`src/rtl/oiq_pkg.sv`:
```
// Shared constants, command and status codes, and sequencer states of the ordered insert queue.
package oiq_pkg;

    localparam int DEPTH = 16;
    localparam int IDX_W = (DEPTH > 1) ? $clog2(DEPTH) : 1;
    localparam int CNT_W = $clog2(DEPTH + 1);
    localparam int CMD_W = 3;
    localparam int VAL_W = 32;
    localparam int ENT_W = 31;
    localparam int POS_W = 4;
    localparam int ST_W  = 2;

    localparam logic [CMD_W-1:0] CMD_PUSH   = 3'd0;
    localparam logic [CMD_W-1:0] CMD_POP    = 3'd1;
    localparam logic [CMD_W-1:0] CMD_INSERT = 3'd2;
    localparam logic [CMD_W-1:0] CMD_ERASE  = 3'd3;
    localparam logic [CMD_W-1:0] CMD_GET    = 3'd4;
    localparam logic [CMD_W-1:0] CMD_CLEAR  = 3'd5;

    localparam logic [ST_W-1:0] ST_OK     = 2'd0;
    localparam logic [ST_W-1:0] ST_REJECT = 2'd1;
    localparam logic [ST_W-1:0] ST_EMPTY  = 2'd2;
    localparam logic [ST_W-1:0] ST_FULL   = 2'd3;

    localparam logic [VAL_W-1:0] NONE_VALUE = '1;

    typedef enum logic [3:0] {
        S_IDLE = 4'b0001,
        S_SCAN = 4'b0010,
        S_WRAP = 4'b0100,
        S_EMIT = 4'b1000
    } state_t;

endpackage

```
`src/rtl/ordered_insert_queue_core.sv`:
```
// Top level of the ordered insert queue: command sequencer, entry store and result register.
//
//  Channel   Handshake             Payload
//  request   in_valid / in_ready   command, value, position
//  result    out_valid / out_ready status, result_value, count
//
// Push, clear, unused codes and rejected commands go straight to the result register; get reads one entry.
// Pop, insert and erase walk all stored entries through the one RAM port pair.
// Reset empties the queue at once; entries are not cleared.
// A new request is taken while the previous result still waits in the output register.
module ordered_insert_queue_core (
    input  logic                                clk,
    input  logic                                rst_n,
    input  logic                                in_valid,
    output logic                                in_ready,
    input  logic [oiq_pkg::CMD_W-1:0]           command,
    input  logic signed [oiq_pkg::VAL_W-1:0]    value,
    input  logic [oiq_pkg::POS_W-1:0]           position,
    output logic                                out_valid,
    input  logic                                out_ready,
    output logic [oiq_pkg::ST_W-1:0]            status,
    output logic signed [oiq_pkg::VAL_W-1:0]    result_value,
    output logic [oiq_pkg::CNT_W-1:0]           count
);

    localparam int CMP_W = oiq_pkg::CNT_W + oiq_pkg::POS_W;

    oiq_pkg::state_t                state_reg, state_next;
    logic [oiq_pkg::CNT_W-1:0]      fill_reg, fill_next;
    logic                           out_valid_reg, out_valid_next;
    logic [oiq_pkg::ST_W-1:0]       status_reg, status_next;
    logic [oiq_pkg::VAL_W-1:0]      result_value_reg, result_value_next;
    logic [oiq_pkg::CNT_W-1:0]      count_reg, count_next;

    logic [oiq_pkg::CMD_W-1:0]      cmd_reg, cmd_next;
    logic [oiq_pkg::ENT_W-1:0]      key_reg, key_next;
    logic                           neg_reg, neg_next;
    logic [oiq_pkg::CNT_W-1:0]      rd_idx_reg, rd_idx_next;
    logic [oiq_pkg::CNT_W-1:0]      rd_end_reg, rd_end_next;
    logic                           pend_reg, pend_next;
    logic [oiq_pkg::IDX_W-1:0]      pidx_reg, pidx_next;
    logic [oiq_pkg::CNT_W-1:0]      kept_reg, kept_next;
    logic                           found_reg, found_next;
    logic                           removed_reg, removed_next;
    logic [oiq_pkg::ENT_W-1:0]      carry_reg, carry_next;
    logic [oiq_pkg::ST_W-1:0]       res_st_reg, res_st_next;
    logic [oiq_pkg::VAL_W-1:0]      res_val_reg, res_val_next;

    logic                           ram_we;
    logic [oiq_pkg::IDX_W-1:0]      ram_waddr;
    logic [oiq_pkg::ENT_W-1:0]      ram_wdata;
    logic [oiq_pkg::ENT_W-1:0]      ram_rdata;

    logic                           accept;
    logic                           in_neg;
    logic                           full;
    logic                           issue;
    logic                           skip;

    oiq_ram #(
        .WIDTH (oiq_pkg::ENT_W),
        .DEPTH (oiq_pkg::DEPTH)
    ) u_ram (
        .clk   (clk),
        .we    (ram_we),
        .waddr (ram_waddr),
        .wdata (ram_wdata),
        .raddr (rd_idx_reg[oiq_pkg::IDX_W-1:0]),
        .rdata (ram_rdata)
    );

    assign in_ready     = (state_reg == oiq_pkg::S_IDLE);
    assign accept       = in_valid && in_ready;
    assign in_neg       = value[oiq_pkg::VAL_W-1];
    assign full         = (fill_reg >= oiq_pkg::CNT_W'(oiq_pkg::DEPTH));
    assign issue        = (rd_idx_reg < rd_end_reg);
    assign skip         = ((cmd_reg == oiq_pkg::CMD_POP) && (pidx_reg == '0))
                       || ((cmd_reg == oiq_pkg::CMD_ERASE) && !neg_reg && (ram_rdata == key_reg));
    assign out_valid    = out_valid_reg;
    assign status       = status_reg;
    assign result_value = result_value_reg;
    assign count        = count_reg;

    always_comb
    begin
        state_next        = state_reg;
        fill_next         = fill_reg;
        out_valid_next    = out_valid_reg;
        status_next       = status_reg;
        result_value_next = result_value_reg;
        count_next        = count_reg;
        cmd_next          = cmd_reg;
        key_next          = key_reg;
        neg_next          = neg_reg;
        rd_idx_next       = rd_idx_reg;
        rd_end_next       = rd_end_reg;
        pend_next         = 1'b0;
        pidx_next         = pidx_reg;
        kept_next         = kept_reg;
        found_next        = found_reg;
        removed_next      = removed_reg;
        carry_next        = carry_reg;
        res_st_next       = res_st_reg;
        res_val_next      = res_val_reg;
        ram_we            = 1'b0;
        ram_waddr         = fill_reg[oiq_pkg::IDX_W-1:0];
        ram_wdata         = value[oiq_pkg::ENT_W-1:0];

        if (out_valid_reg && out_ready)
        begin
            out_valid_next = 1'b0;
        end

        unique case (state_reg)
            oiq_pkg::S_IDLE:
            begin
                if (accept)
                begin
                    cmd_next     = command;
                    key_next     = value[oiq_pkg::ENT_W-1:0];
                    neg_next     = in_neg;
                    carry_next   = value[oiq_pkg::ENT_W-1:0];
                    rd_idx_next  = '0;
                    rd_end_next  = fill_reg;
                    kept_next    = '0;
                    found_next   = 1'b0;
                    removed_next = 1'b0;
                    res_st_next  = oiq_pkg::ST_OK;
                    res_val_next = '0;
                    state_next   = oiq_pkg::S_EMIT;
                    unique case (command)
                        oiq_pkg::CMD_PUSH:
                        begin
                            if (in_neg)
                            begin
                                res_st_next = oiq_pkg::ST_REJECT;
                            end
                            else if (full)
                            begin
                                res_st_next = oiq_pkg::ST_FULL;
                            end
                            else
                            begin
                                ram_we    = 1'b1;
                                fill_next = fill_reg + 1'b1;
                            end
                        end
                        oiq_pkg::CMD_POP:
                        begin
                            if (fill_reg == '0)
                            begin
                                res_st_next  = oiq_pkg::ST_EMPTY;
                                res_val_next = oiq_pkg::NONE_VALUE;
                            end
                            else
                            begin
                                state_next = oiq_pkg::S_SCAN;
                            end
                        end
                        oiq_pkg::CMD_INSERT:
                        begin
                            if (in_neg)
                            begin
                                res_st_next = oiq_pkg::ST_REJECT;
                            end
                            else if (full)
                            begin
                                res_st_next = oiq_pkg::ST_FULL;
                            end
                            else
                            begin
                                state_next = oiq_pkg::S_SCAN;
                            end
                        end
                        oiq_pkg::CMD_ERASE:
                        begin
                            state_next = oiq_pkg::S_SCAN;
                        end
                        oiq_pkg::CMD_GET:
                        begin
                            if (CMP_W'(position) < CMP_W'(fill_reg))
                            begin
                                rd_idx_next = oiq_pkg::CNT_W'(position);
                                rd_end_next = oiq_pkg::CNT_W'(position) + 1'b1;
                                state_next  = oiq_pkg::S_SCAN;
                            end
                            else
                            begin
                                res_st_next  = oiq_pkg::ST_EMPTY;
                                res_val_next = oiq_pkg::NONE_VALUE;
                            end
                        end
                        oiq_pkg::CMD_CLEAR:
                        begin
                            fill_next = '0;
                        end
                        default:
                        begin
                            res_st_next = oiq_pkg::ST_OK;
                        end
                    endcase
                end
            end

            oiq_pkg::S_SCAN:
            begin
                if (issue)
                begin
                    pend_next   = 1'b1;
                    pidx_next   = rd_idx_reg[oiq_pkg::IDX_W-1:0];
                    rd_idx_next = rd_idx_reg + 1'b1;
                end
                else if (!pend_reg)
                begin
                    state_next = oiq_pkg::S_WRAP;
                end

                if (pend_reg)
                begin
                    unique case (cmd_reg)
                        oiq_pkg::CMD_GET:
                        begin
                            res_val_next = {1'b0, ram_rdata};
                        end
                        oiq_pkg::CMD_INSERT:
                        begin
                            if (found_reg || (ram_rdata <= key_reg))
                            begin
                                ram_we     = 1'b1;
                                ram_waddr  = pidx_reg;
                                ram_wdata  = carry_reg;
                                carry_next = ram_rdata;
                                found_next = 1'b1;
                            end
                        end
                        default:
                        begin
                            if (skip)
                            begin
                                removed_next = 1'b1;
                                if (cmd_reg == oiq_pkg::CMD_POP)
                                begin
                                    res_val_next = {1'b0, ram_rdata};
                                end
                            end
                            else
                            begin
                                ram_we    = 1'b1;
                                ram_waddr = kept_reg[oiq_pkg::IDX_W-1:0];
                                ram_wdata = ram_rdata;
                                kept_next = kept_reg + 1'b1;
                            end
                        end
                    endcase
                end
            end

            oiq_pkg::S_WRAP:
            begin
                state_next = oiq_pkg::S_EMIT;
                unique case (cmd_reg)
                    oiq_pkg::CMD_GET:
                    begin
                        res_st_next = oiq_pkg::ST_OK;
                    end
                    oiq_pkg::CMD_INSERT:
                    begin
                        ram_we    = 1'b1;
                        ram_waddr = fill_reg[oiq_pkg::IDX_W-1:0];
                        ram_wdata = carry_reg;
                        fill_next = fill_reg + 1'b1;
                    end
                    oiq_pkg::CMD_ERASE:
                    begin
                        fill_next   = kept_reg;
                        res_st_next = removed_reg ? oiq_pkg::ST_OK : oiq_pkg::ST_REJECT;
                    end
                    default:
                    begin
                        fill_next = kept_reg;
                    end
                endcase
            end

            oiq_pkg::S_EMIT:
            begin
                if (!out_valid_reg || out_ready)
                begin
                    out_valid_next    = 1'b1;
                    status_next       = res_st_reg;
                    result_value_next = res_val_reg;
                    count_next        = fill_reg;
                    state_next        = oiq_pkg::S_IDLE;
                end
            end

            default:
            begin
                state_next = oiq_pkg::S_IDLE;
            end
        endcase
    end

    always_ff @(posedge clk or negedge rst_n)
    begin
        if (!rst_n)
        begin
            state_reg     <= oiq_pkg::S_IDLE;
            fill_reg      <= '0;
            out_valid_reg <= 1'b0;
            pend_reg      <= 1'b0;
        end
        else
        begin
            state_reg     <= state_next;
            fill_reg      <= fill_next;
            out_valid_reg <= out_valid_next;
            pend_reg      <= pend_next;
        end
    end

    always_ff @(posedge clk)
    begin
        status_reg       <= status_next;
        result_value_reg <= result_value_next;
        count_reg        <= count_next;
        cmd_reg          <= cmd_next;
        key_reg          <= key_next;
        neg_reg          <= neg_next;
        rd_idx_reg       <= rd_idx_next;
        rd_end_reg       <= rd_end_next;
        pidx_reg         <= pidx_next;
        kept_reg         <= kept_next;
        found_reg        <= found_next;
        removed_reg      <= removed_next;
        carry_reg        <= carry_next;
        res_st_reg       <= res_st_next;
        res_val_reg      <= res_val_next;
    end

endmodule

```
`src/rtl/oiq_ram.sv`:
```
// Generic single-write, single-read RAM with a registered read port.
module oiq_ram #(
    parameter int WIDTH = 8,
    parameter int DEPTH = 16
) (
    input  logic                                    clk,
    input  logic                                    we,
    input  logic [((DEPTH > 1) ? $clog2(DEPTH) : 1)-1:0] waddr,
    input  logic [WIDTH-1:0]                        wdata,
    input  logic [((DEPTH > 1) ? $clog2(DEPTH) : 1)-1:0] raddr,
    output logic [WIDTH-1:0]                        rdata
);

    logic [WIDTH-1:0] mem [DEPTH];

    always_ff @(posedge clk)
    begin
        if (we)
        begin
            mem[waddr] <= wdata;
        end
        rdata <= mem[raddr];
    end

endmodule

```
`config.mk`:
```
export PLATFORM = sky130hd
export DESIGN_NAME = ordered_insert_queue_core
export DESIGN_NICKNAME = d
export VERILOG_FILES = /design/src/rtl/oiq_pkg.sv /design/src/rtl/ordered_insert_queue_core.sv /design/src/rtl/oiq_ram.sv
export SDC_FILE = /design/constraint.sdc
export NUM_CORES = 1
export LEC_CHECK = 0
export BUFFER_PORTS_ARGS = -buffer_cell sky130_fd_sc_hd__buf_2
export CAP_MARGIN = 20
export CORE_ASPECT_RATIO = 0.75
export CORE_UTILIZATION = 30
export DETAILED_ROUTE_END_ITERATION = 7
export GPL_TIMING_DRIVEN = 0
export PLACE_DENSITY = 0.46
export SLEW_MARGIN = 40
export SYNTH_ARGS = -nofsm -noshare
export SYNTH_HDL_FRONTEND = slang
export SYNTH_SLANG_ARGS = --single-unit
```
`constraint.sdc`:
```
create_clock -name clk -period 8.5 [get_ports clk]
set_clock_uncertainty 0.2 [all_clocks]
set_input_delay 1.7 -clock clk [delete_from_list [all_inputs] [get_ports clk]]
set_output_delay 1.7 -clock clk [all_outputs]
set_load 0.01 [all_outputs]
```
### After elaboration in Yosys (flattened, before gate mapping)

Memories as Yosys holds them, arrays and structs flattened. A register that Yosys moved wholly into a read port is not among the register bits.
Index checks and enable logic that the tools add are counted.

* flip-flop bits (word level): 171
* latch bits: 0
* RAM bits: 496
* bits in read-only memories: 0
* memories: 1

* add/subtract/negate cells: 4
* multipliers: 0
* div/mod/pow operators: 0
* magnitude comparators: 4
* equality and inequality tests: 33
* shift-type cells: 0
* mux-type cells: 88
* bitwise operators: 0
* reductions and logical operators: 28

Memory list
* u_ram.mem: depth 16, bits a word 31, rd ports 1, clocked after Yosys merged registers in 1, write ports 1, line oiq_ram.sv:14 `logic [WIDTH-1:0] mem [DEPTH];`

Operators by type and width (number)
* $mux W31: 8
* $mux W32: 6
* $pmux W32 S2: 3
* $pmux W31 S2: 3
* $mux W4: 14
* $mux W5: 11
* $pmux W5 S2: 5
* $pmux W4 S4: 2
* $eq A31 B31 Y1: 1
* $le A31 B31 Y1: 1
* $ne A2 B2 Y1 const B: 12
* $mux W1: 23
* $add A5 B1 Y5 const B: 3
* $reduce_and A5 Y1: 3
* $eq A3 B2 Y1 const B: 4
* $ne A3 B3 Y1 const B: 4
* $reduce_and A6 Y1: 2
* $mux W2: 5
* $eq A3 B3 Y1 const B: 3
* $pmux W2 S2: 2
* $pmux W4 S2: 1
* $eq A3 B1 Y1 const B: 2
* $pmux W1 S2: 3
* $pmux W2 S3: 1
* 23 further kinds: 35

### Depth between registers and ports, before layout

Gate-level depths: netlist (run 1).

* depth after elaboration: 10
* depth in mapped cells: 12
* gate-level depth less buffers: 10

### Modules after synthesis

A second synthesis (run 1) with hierarchy kept.

* cells, all modules: 1683
* area, all modules: 28399.7 sq um

By module, submodules not included
* oiq_ram: times used 1, cells each 812, area each 19248.5 sq um, sequential area each 15514.9 sq um
* ordered_insert_queue_core: times used 1, cells each 871, area each 9151.3 sq um, sequential area each 5081.1 sq um

### Least setup slack after synthesis (run 1)

OpenSTA, ideal clock, no wires.

* kind: input port to flip-flop
* start: input port in_valid
* end: memory u_ram.mem[12][0] (netlist bit) (enable)
* data arrival time: 6385 ps
* data required time: 7803 ps
* setup slack: 1418 ps
* stages on the path: 5
* path buffers: 0
* cells stage by stage: nand2_1 > inv_1 > a31oi_1 > a221o_1 > nor4_1

* cells in the longest elaborated chain, start to end: 5

RTL lines
* start, declared: line ordered_insert_queue_core.sv:14 `input logic in_valid,`
* $logic_and A1 B1 Y1: line ordered_insert_queue_core.sv:73 `assign accept = in_valid && in_ready;`
* $mux W1: line ordered_insert_queue_core.sv:117 `if (accept)`
* $pmux W1 S3: line ordered_insert_queue_core.sv:114 `unique case (state_reg)`
* $mux W1: line oiq_ram.sv:18 `if (we)`
* $mux W1 (implied by the code): line oiq_ram.sv:20 `mem[waddr] <= wdata;`
* end, declared: line oiq_ram.sv:14

Every way passes these cells.

### Worst setup path after layout (run 1)

* start: register u_ram.rdata[8], read port of u_ram.mem
* end: memory u_ram.mem[13][8] (netlist bit) (enable)

* cells in the longest elaborated chain, start to end: 9
* elaborated cells between the ends (all ways): 17
* classes of those cells: order compare (1); eq/ne (1); mux (12); reduce/logical (3)

RTL lines
* start, declared: line oiq_ram.sv:11 `output logic [WIDTH-1:0] rdata`
* branches (longest 9 deep; another with $le A31 B31 Y1)

Several ways; the timed one is not identified.

==> metrics, run 1 <==
Congestion Overflow GR=0; GRT busiest layer=met2; relative slew slack=39.3%; Crit Path Max Fanout=10; Clock Latency Late Sink=630 ps; # resized after CTS=0; R2R Path End=u_ram.mem[13][8]; FP Rows=96; ys async rst share=1.58%; DRC violations left=0; Fmax=0.178 GHz; root buffer cell=clkbuf_16; Avg Inst Size Synth=18.7 sq um; Total Routing Usage GR=16.9%; met1 usage=25.2%; reg2reg path depth=15; EDFF count, synth=656; worst path arrival time=5740 ps; WP buf/inv=6; initial DRC count=1709; Slew Limit Fails=0; DR vias=15513; most common cell after layout, fill and taps aside=edfxtp_1; CP cell instances=ha_1 > a21oi_1 > o21ai_0 > a221oi_1 > a2111oi_4 > nor3_2 > buf_2 > a21oi_1 > o22a_1 > nor4_2 > buf_2 > buf_2 > buf_2 > buf_2 > buf_2; die span in x=355 microns; met2 GRT Util=25.3%; first-pass GRT wire length=113000 microns; top cell family by delay on the critical path=compound AO/OA/AOI/OAI gates; CP most frequent cell=buf_2; Critical Path Max Stage Delay=720 ps; Worst R2R Start=u_ram.rdata[8]; Area Growth Syn to Fin=19.1%; Fin Setup TNS=0 ps; WL/cell=25.8 microns; hold depth=0; Initial Utilization=30.5%; Via-to-Cell Ratio=5.04; post-synth top area share=70.2%; hold crit path type=reg2reg; Post-DP HPWL=58100 microns; Yosys warnings=0; max FFs per register=496; CTS max path bufs=3; Critical Path Start Type=register; P per Cell Area=281 mW/mm^2; final setup vio count=0; CP endpoint kind=register; Hold Vio Cnt, Final=0; slowest CP cell=a221oi_1; P_leak=11.9 nW; nets@finish=1877; clk sinks=698; Max Cap Viol=0; CTS Buf Count=71; WP data required=8630 ps; Mapped Nets=1586; final WL=79200 microns; PortBufs=83; hold_buf cts=0; R2R Setup Slk=2890 ps; Critical Path Stages=15; met3 GRT Util=3.47%; vias in the first global route=15617; status=completed; min Tclk post-route=5610 ps; htree depth=3; post-route ant nets=0; router iterations before antenna repair=5; largest cells by area after synthesis=edfxtp_1, mux4_2, dfxtp_1; Mapped Cells=1500; core area=0.0920 sq mm; RePlAce Congestion=0.837; RSZ-0062 raised after global routing=false; Die ar.=0.0948 sq mm; Netlist cell types=61; period utilisation layout=66.0%; CTS tree=built; most frequent cells in the layout=edfxtp_1, buf_2, nand2_1, mux4_2, clkbuf_16; critical path launch point=u_ram.rdata[8]; post-synth top area cell=edfxtp_1; Filler cells=8631; kind of critical path=reg2reg; cell area after synthesis=0.0281 sq mm; sequential area share after synthesis=73.4%; largest net degree at the start of global routing=33; Critical Path End=u_ram.mem[13][8]; Die Span Y=267 microns; Most used DFF post-synth=edfxtp_1; Seq cells post-synth=698; VDD IR max=0.000179 V; # Post-CTS Setup Buffers=0; Worst-path clk slew=60 ps; share of cells above drive strength 1=31.0%; initial antenna violation count=5; I/O pin count=84; worst hold margin=217 ps; Worst Tran Pin Value=911 ps
## layout make-up
| cell class | count | area, sq um | area share [%] |
|---|---|---|---|
| Multi-Input combinational cell | 682 | 7110 | 21.3 |
| Inverter | 47 | 179 | 0.535 |
| Antenna cell | 4 | 10.0 | 0.0299 |
| Clock inverter | 36 | 417 | 1.25 |
| Tap cell | 1225 | 1530 | 4.59 |
| Timing Repair Buffer | 218 | 1280 | 3.84 |
| Clock buffer | 92 | 1950 | 5.83 |
| Buffer | 73 | 352 | 1.05 |
| Sequential cell | 698 | 20600 | 61.6 |
## Yosys cell counts (6+ instances only)
cell type	n
nor2_1	38
a21oi_1	27
inv_1	47
mux2i_1	18
a211oi_1	20
clkbuf_1	46
nand2b_1	7
o21ai_0	19
buf_2	9
a221o_1	20
ha_1	43
dfxtp_1	31
nor3_1	20
buf_1	14
a221oi_2	10
a21o_1	20
a22o_1	16
nand2_1	162
xor2_1	6
dfrtp_1	10
nand3_1	16
edfxtp_1	656
mux4_2	155
a221oi_1	10
## worst min path at each step
stage	startpoint	endpoint	slack (ps)
CTS	res_val_reg[2]	result_value[2]	220
detailed placement	res_val_reg[2]	result_value[2]	200
global route	res_val_reg[5]	result_value[5]	220
finish	res_val_reg[2]	result_value[2]	220
global placement	res_st_reg[0]	status[0]	200
floorplan	res_val_reg[0]	result_value[0]	200
## report_power, final
group          leakage, nW  switching [mW]  internal (mW)  total (mW)
Clock                 1.17            1.33           1.87        3.20
Combinational         4.42            1.09          0.730        1.82
Sequential            6.35           0.258           4.11        4.37
## metal layers
layer  vias to the layer above  share of wire, %  routed length, microns
li1                       6665                 -                       -
met1                      8185                47                   37300
met2                       555                44                   34700
met3                       106               7.3                    5770
met4                         2               1.8                    1440
met5                         -             0.016                      13
## kinds of logic (layout without fill, tap and decap cells)
logic type                 count (synthesis)  count (layout)  share of synthesized area [%]
muxes                                    175             175                           13.2
adders and majority gates                 43              43                           1.92
and+or+nand+nor                          284             284                           4.64
buffers and inverters                    120             466                           1.76
AOI/OAI and AO/OA                        169             169                           4.78
xor gates and xnor gates                  11              11                          0.343
DFF                                      698             698                           73.4
other                                      0               4                              0
## worst reg2reg max path: stages (launching register included)
cell and delay [ps]:
dfxtp_1 560, ha_1 330, a21oi_1 120, o21ai_0 110, a221oi_1 720, a2111oi_4 240
nor3_2 400, buf_2 370, a21oi_1 160, o22a_1 360, nor4_2 660, buf_2 320
buf_2 220, buf_2 200, buf_2 180, buf_2 180
## metrics by stage
step / total power, mW / utilization, % / cells / setup WS, ps / area (sq um)
after floorplan: 5.48 / - / 1500 / 1420 / 28100
after global placement: 6.20 / 32.6 / 2808 / -4760 / 30000
after detailed placement: 6.26 / 33.7 / 2943 / 2930 / 31000
after CTS: 9.48 / 36.3 / 3071 / 2900 / 33400
after global routing: 9.78 / 36.3 / 3071 / 2710 / 33400
final: 9.39 / 36.3 / 3075 / 2890 / 33400
(Power assumes the default switching activity.)
==> run 2: changes to the inputs <==
clock period = 5.85 ns   (was 8.5 ns; I/O delays follow)
==> metrics, run 2 (synthesis gave the netlist of run 1 again) <==
Area Growth Syn to Fin=19.7%; Worst-path clk slew=60 ps (about the same); Hold Vio Cnt, Final=0 (unchanged); Clock Latency Late Sink=630 ps (about the same); worst path arrival time=5570 ps (-170 ps); CTS Buf Count=72 (+1.4%); status=completed; kind of critical path=reg2reg; Congestion Overflow GR=0 (unchanged); Worst Tran Pin Value=897 ps (-13.8 ps); hold crit path type=reg2reg; Reg area=0.0206 sq mm (unchanged); first-pass GRT wire length=113000 microns (about the same); switching portion of total power=28.7% (+0.095 points); post-route ant nets=0 (unchanged); Via-to-Cell Ratio=5.05 (about the same); Reg power frac=46.2% (-0.3 points); FP Rows=96 (unchanged); die span in x=355 microns (unchanged); Power Internal=9.77 mW (+46%); R2R Setup Slk=400 ps (-2480 ps); clock share of power=34.3% (+0.2 points); WP data required=5980 ps (-2650 ps); DRC violations left=0 (unchanged); cell total after placement=2930 (-0.44%); Critical Path End=u_ram.mem[12][12]; I/O pin count=84 (unchanged); Filler cells=8640 (+0.10%); Critical Path Start Type=register; multi-input logic area=0.00716 sq mm (+0.74%); RePlAce Congestion=0.843 (+0.74%); # Post-CTS Setup Buffers=0 (unchanged); DR vias=15481 (-0.21%); Slew Limit Fails=0 (unchanged); final core utilization=36.5% (+0.17 points); # resized after CTS=0 (unchanged); Final WS setup=405 ps (-2480 ps); reg2reg path depth=15 (unchanged); NetSw=3.93 mW (+46%); Crit Path Max Fanout=10 (unchanged); PortBufs=83 (unchanged); initial antenna violation count=3 (-2); uppermost layer routed=met4; Initial Utilization=30.5% (unchanged); P_leak=11.9 nW (-0.13%); Fmax=0.184 GHz (+3.0%); hold_buf cts=0 (unchanged); Post-DP HPWL=57700 microns (-0.67%); CP endpoint kind=register; pre-CTS setup slack=383 ps (-2550 ps); share of cells above drive strength 1=30.5% (-0.57 points); Total Routing Usage GR=16.9% (-0.044 points); critical path launch point=u_ram.rdata[8]; nets@finish=1865 (-0.64%); Comb pwr share=19.5% (about the same); Met2 Wirelength=34700 microns (+0.10%); largest net degree at the start of global routing=33 (unchanged); Max Cap Viol=0 (unchanged); htree depth=3 (unchanged); max FFs per register=496 (unchanged); final instance count without filler cells=3067 (-0.26%); met3 routed WL=5850 microns (+1.3%); most frequent cells in the layout=edfxtp_1, buf_2, nand2_1, mux4_2, clkbuf_16; Die Span Y=267 microns (unchanged); CTS max path bufs=3 (unchanged); RSZ-0062 raised after global routing=false; most common cell after layout, fill and taps aside=edfxtp_1; worst hold margin=216 ps (-1.26 ps); R2R Path End=u_ram.mem[12][12]; WL/cell=25.9 microns (+0.73%); final WL=79600 microns (+0.47%); relative slew slack=40.2% (+0.92 points); final setup vio count=0 (unchanged); CTS tree=built; core area=0.0920 sq mm (unchanged); router iterations before antenna repair=5 (unchanged); clk sinks=698 (unchanged); vias in the first global route=15431 (-1.2%); period utilisation layout=93.1% (+27 points); VDD IR max=0.000210 V (+17%); P per Cell Area=408 mW/mm^2 (+45%); Die ar.=0.0948 sq mm (unchanged); root buffer cell=clkbuf_16; initial DRC count=1743 (+2.0%); Worst R2R Start=u_ram.rdata[8]; Total Power=13.7 mW (+46%); routed length on met1=37700 microns (+1.2%); min Tclk post-route=5450 ps (-166 ps)
==> run 2: cell count changes in the layout (fill, tap and decap cells not counted), sizes merged <==
cell / change
clkinv: -4
clkbuf: +5
inv: +4
buf: -13
bufinv: -1
clkinvlp: +1
==> run 2: worst max-delay path: stages, from the launching register on <==
cell,delay [ps]
dfxtp_1,560
ha_1,330
a21oi_1,140
o21ai_0,100
a221oi_1,600
a2111oi_4,230
nor3_2,370
buf_2,360
a21oi_1,180
o22a_1,380
nor4_2,670
buf_2,300
buf_2,180
buf_4,150
buf_2,160
buf_2,210
==> run 2: power groups by stage <==
stage | combinational, mW | clock (mW) | sequential [mW]
finish | 2.67 | 4.70 | 6.33
detailed placement | 2.68 | 0 | 6.42
global placement | 2.56 | 0 | 6.43
global route | 2.90 | 4.97 | 6.36
floorplan | 1.70 | 0 | 6.26
CTS | 2.69 | 4.79 | 6.32
==> run 2: routing by layer <==
layer  track usage, %  vias up
li1                 -     6656
met3             3.06       91
met4             3.75        0
met2             24.9      551
met1             25.6     8183
met5                0        -
==> run 2: how the worst min path moves through the flow <==
stage	from	to	slack, ps	cells past startpoint
after global routing	rst_n	pend_reg	220	1
final	res_val_reg[30]	result_value[30]	220	0
after floorplan	res_val_reg[0]	result_value[0]	200	0
after detailed placement	res_val_reg[1]	result_value[1]	200	0
after global placement	res_val_reg[2]	result_value[2]	200	0
after CTS	rst_n	state_reg[2]	210	1
==> run 2: per-stage QoR <==
step | setup TNS [ps] | area, sq um
floorplan | -151690 | 28100
global placement | -2153080 | 30000
detailed placement | 0 | 31100
CTS | 0 | 33500
global route | 0 | 33600
finish | 0 | 33600
==> run 2: area by class of cell <==
cell class | count | area share, %
Multi-Input combinational cell | 682 | 21.3
Inverter | 47 | 0.533
Sequential cell | 698 | 61.3
Clock buffer | 97 | 5.98
Tap cell | 1225 | 4.56
Antenna cell | 4 | 0.0298
Clock inverter | 36 | 1.18
Timing Repair Buffer | 205 | 4.01
Buffer | 73 | 1.05
==> run 3: changes to the inputs <==
--- a/config.mk
+++ b/config.mk
@@ -10,6 +10,6 @@
 export CORE_ASPECT_RATIO = 0.75
-export CORE_UTILIZATION = 30
+export CORE_UTILIZATION = 55
 export DETAILED_ROUTE_END_ITERATION = 7
 export GPL_TIMING_DRIVEN = 0
-export PLACE_DENSITY = 0.46
+export PLACE_DENSITY = 0.74
 export SLEW_MARGIN = 40
==> constraint.sdc (replaced) <==
create_clock -name clk -period 5.85 [get_ports clk]
set_clock_uncertainty 0.2 [all_clocks]
set_input_delay 0.8775 -clock clk [delete_from_list [all_inputs] [get_ports clk]]
set_output_delay 0.8775 -clock clk [all_outputs]
set_load 0.01 [all_outputs]
==> metrics, run 3 (synthesis gave the netlist of run 1 again) <==
reg2reg path depth=14 (-1); Critical Path End=u_ram.mem[12][17]; Initial Utilization=55.8% (+25 points); Via-to-Cell Ratio=6.42 (+27%); # Post-CTS Setup Buffers=0 (unchanged); WP data required=5970 ps (about the same); router iterations before antenna repair=8 (+3); cell total after placement=2348 (-20%); final instance count without filler cells=2462 (-20%); most frequent cells in the layout=edfxtp_1, nand2_1, buf_2, mux4_2, clkbuf_16; Die ar.=0.0519 sq mm (-45%); pre-CTS setup slack=667 ps (+284 ps); first-pass GRT wire length=103000 microns (-9.0%); CTS max path bufs=3 (unchanged); FP Rows=71 (-26%); DRC violations left=0 (unchanged); hold depth=0 (unchanged); htree depth=2 (-1); CTS Buf Count=61 (-15%); relative slew slack=38.7% (-1.5 points); Congestion Overflow GR=0 (unchanged); Crit Path Max Fanout=10 (unchanged); post-route ant nets=0 (unchanged); Slew Limit Fails=0 (unchanged); Max Cap Viol=0 (unchanged); Die Span Y=198 microns (-26%); CP endpoint kind=register; min Tclk post-route=5390 ps (-58.7 ps); Worst R2R Start=u_ram.rdata[8]; initial antenna violation count=2 (-1); VDD IR max=0.000350 V (+66%); core area=0.0503 sq mm (-45%); CTS tree=built; RSZ-0062 raised after global routing=false; Worst-path clk slew=70 ps (about the same); Fmax=0.186 GHz (+1.1%); final WL=70700 microns (-11%); die span in x=263 microns (-26%); P_leak=11.7 nW (-1.8%); Final WS setup=463 ps (+58.7 ps); worst path arrival time=5510 ps (-60 ps); Total Routing Usage GR=27.8% (+11 points); hold crit path type=reg2reg; Hold Vio Cnt, Final=0 (unchanged); initial DRC count=2332 (+34%); Worst Tran Pin Value=920 ps (+23.1 ps); Clock Latency Late Sink=670 ps (+40 ps); Critical Path Start Type=register; vias in the first global route=15596 (+1.1%); I/O pin count=84 (unchanged); kind of critical path=reg2reg; root buffer cell=clkbuf_16; WL/cell=28.7 microns (+11%); DR vias=15809 (+2.1%); P per Cell Area=409 mW/mm^2 (+0.33%); multi-input logic area=0.00715 sq mm (-0.10%); R2R Path End=u_ram.mem[12][17]; max FFs per register=496 (unchanged); nets@finish=1841 (-1.3%); Filler cells=3306 (-62%); status=completed; hold_sp=res_val_reg[15]; R2R Setup Slk=460 ps (+60 ps); clk sinks=698 (unchanged); Reg area=0.0206 sq mm (unchanged); PortBufs=83 (unchanged); Area Growth Syn to Fin=16.0%; share of cells above drive strength 1=29.2% (-1.3 points); final setup vio count=0 (unchanged); Fin Setup TNS=0 ps (unchanged); largest net degree at the start of global routing=33 (unchanged); RePlAce Congestion=0.944 (+12%); period utilisation layout=92.1% (-1.0 points); most common cell after layout, fill and taps aside=edfxtp_1; Post-DP HPWL=49400 microns (-14%); critical path launch point=u_ram.rdata[8]
run 3: cell types whose count changed in the layout (fill, tap and decap cells not counted), sizes merged:
cell and delta:
clkbuf -26, clkinvlp +2, buf -14, inv -4, dlygate4sd3 +1, diode -3
bufinv +7
run 3: how the worst min path moves through the flow:
stage / to / slack, ps
CTS: cmd_reg[0] / 200
global placement: result_value[24] / 200
detailed placement: result_value[12] / 200
finish: result_value[15] / 220
global route: cmd_reg[2] / 210
floorplan: result_value[0] / 200
run 3: repair_timing:
item | 4_1_cts | 5_1_grt
hold buffers | 1 | 0
resized for setup | 0 | 0
endpoints found under the hold margin | 10 | 0
run 3: critical path, cell delays in order, from the launching register on:
cell,delay [ps]
dfxtp_1,550
ha_1,320
a21oi_1,130
o21ai_0,120
a221oi_1,660
a2111oi_4,230
nor3_2,360
buf_2,330
a21oi_1,180
o22a_1,370
nor4_2,660
buf_2,320
buf_2,200
buf_2,180
buf_2,200
run 3: final cells by class:
type,instances,area share [%]
flip-flops and latches,698,63.3
multi-input cells,682,22.0
clock buffers,71,4.90
repair buffers,192,3.79
well taps,657,2.53
clock inverters,41,1.92
plain buffers,73,1.06
inverters,47,0.550
diodes,1,0.00769
run 3: per-stage QoR:
| stage | hold slack, ps | cell area, sq um | power (mW) | util [%] |
|---|---|---|---|---|
| floorplan | 200 | 28100 | 7.96 | - |
| global placement | 201 | 29300 | 8.81 | 58.3 |
| detailed placement | 205 | 30300 | 8.94 | 60.3 |
| CTS | 198 | 32500 | 13.3 | 64.7 |
| global route | 212 | 32500 | 13.8 | 64.7 |
| finish | 218 | 32500 | 13.3 | 64.7 |
run 3: layer usage:
| layer | global-route usage (%) | wire [microns] | up-vias | share of wire, % |
|---|---|---|---|---|
| li1 | - | - | 6579 | - |
| met1 | 41.5 | 29200 | 8186 | 41 |
| met2 | 42.6 | 32200 | 932 | 46 |
| met3 | 5.63 | 7860 | 112 | 11 |
| met4 | 6.71 | 1470 | 0 | 2.1 |
| met5 | 0 | 0 | - | 0 |
run 3: where the power goes:
part	leakage, nW	switching [mW]	internal [mW]
Clock	1.07	1.84	2.58
Sequential	6.35	0.342	5.97
Combinational	4.29	1.54	1.05
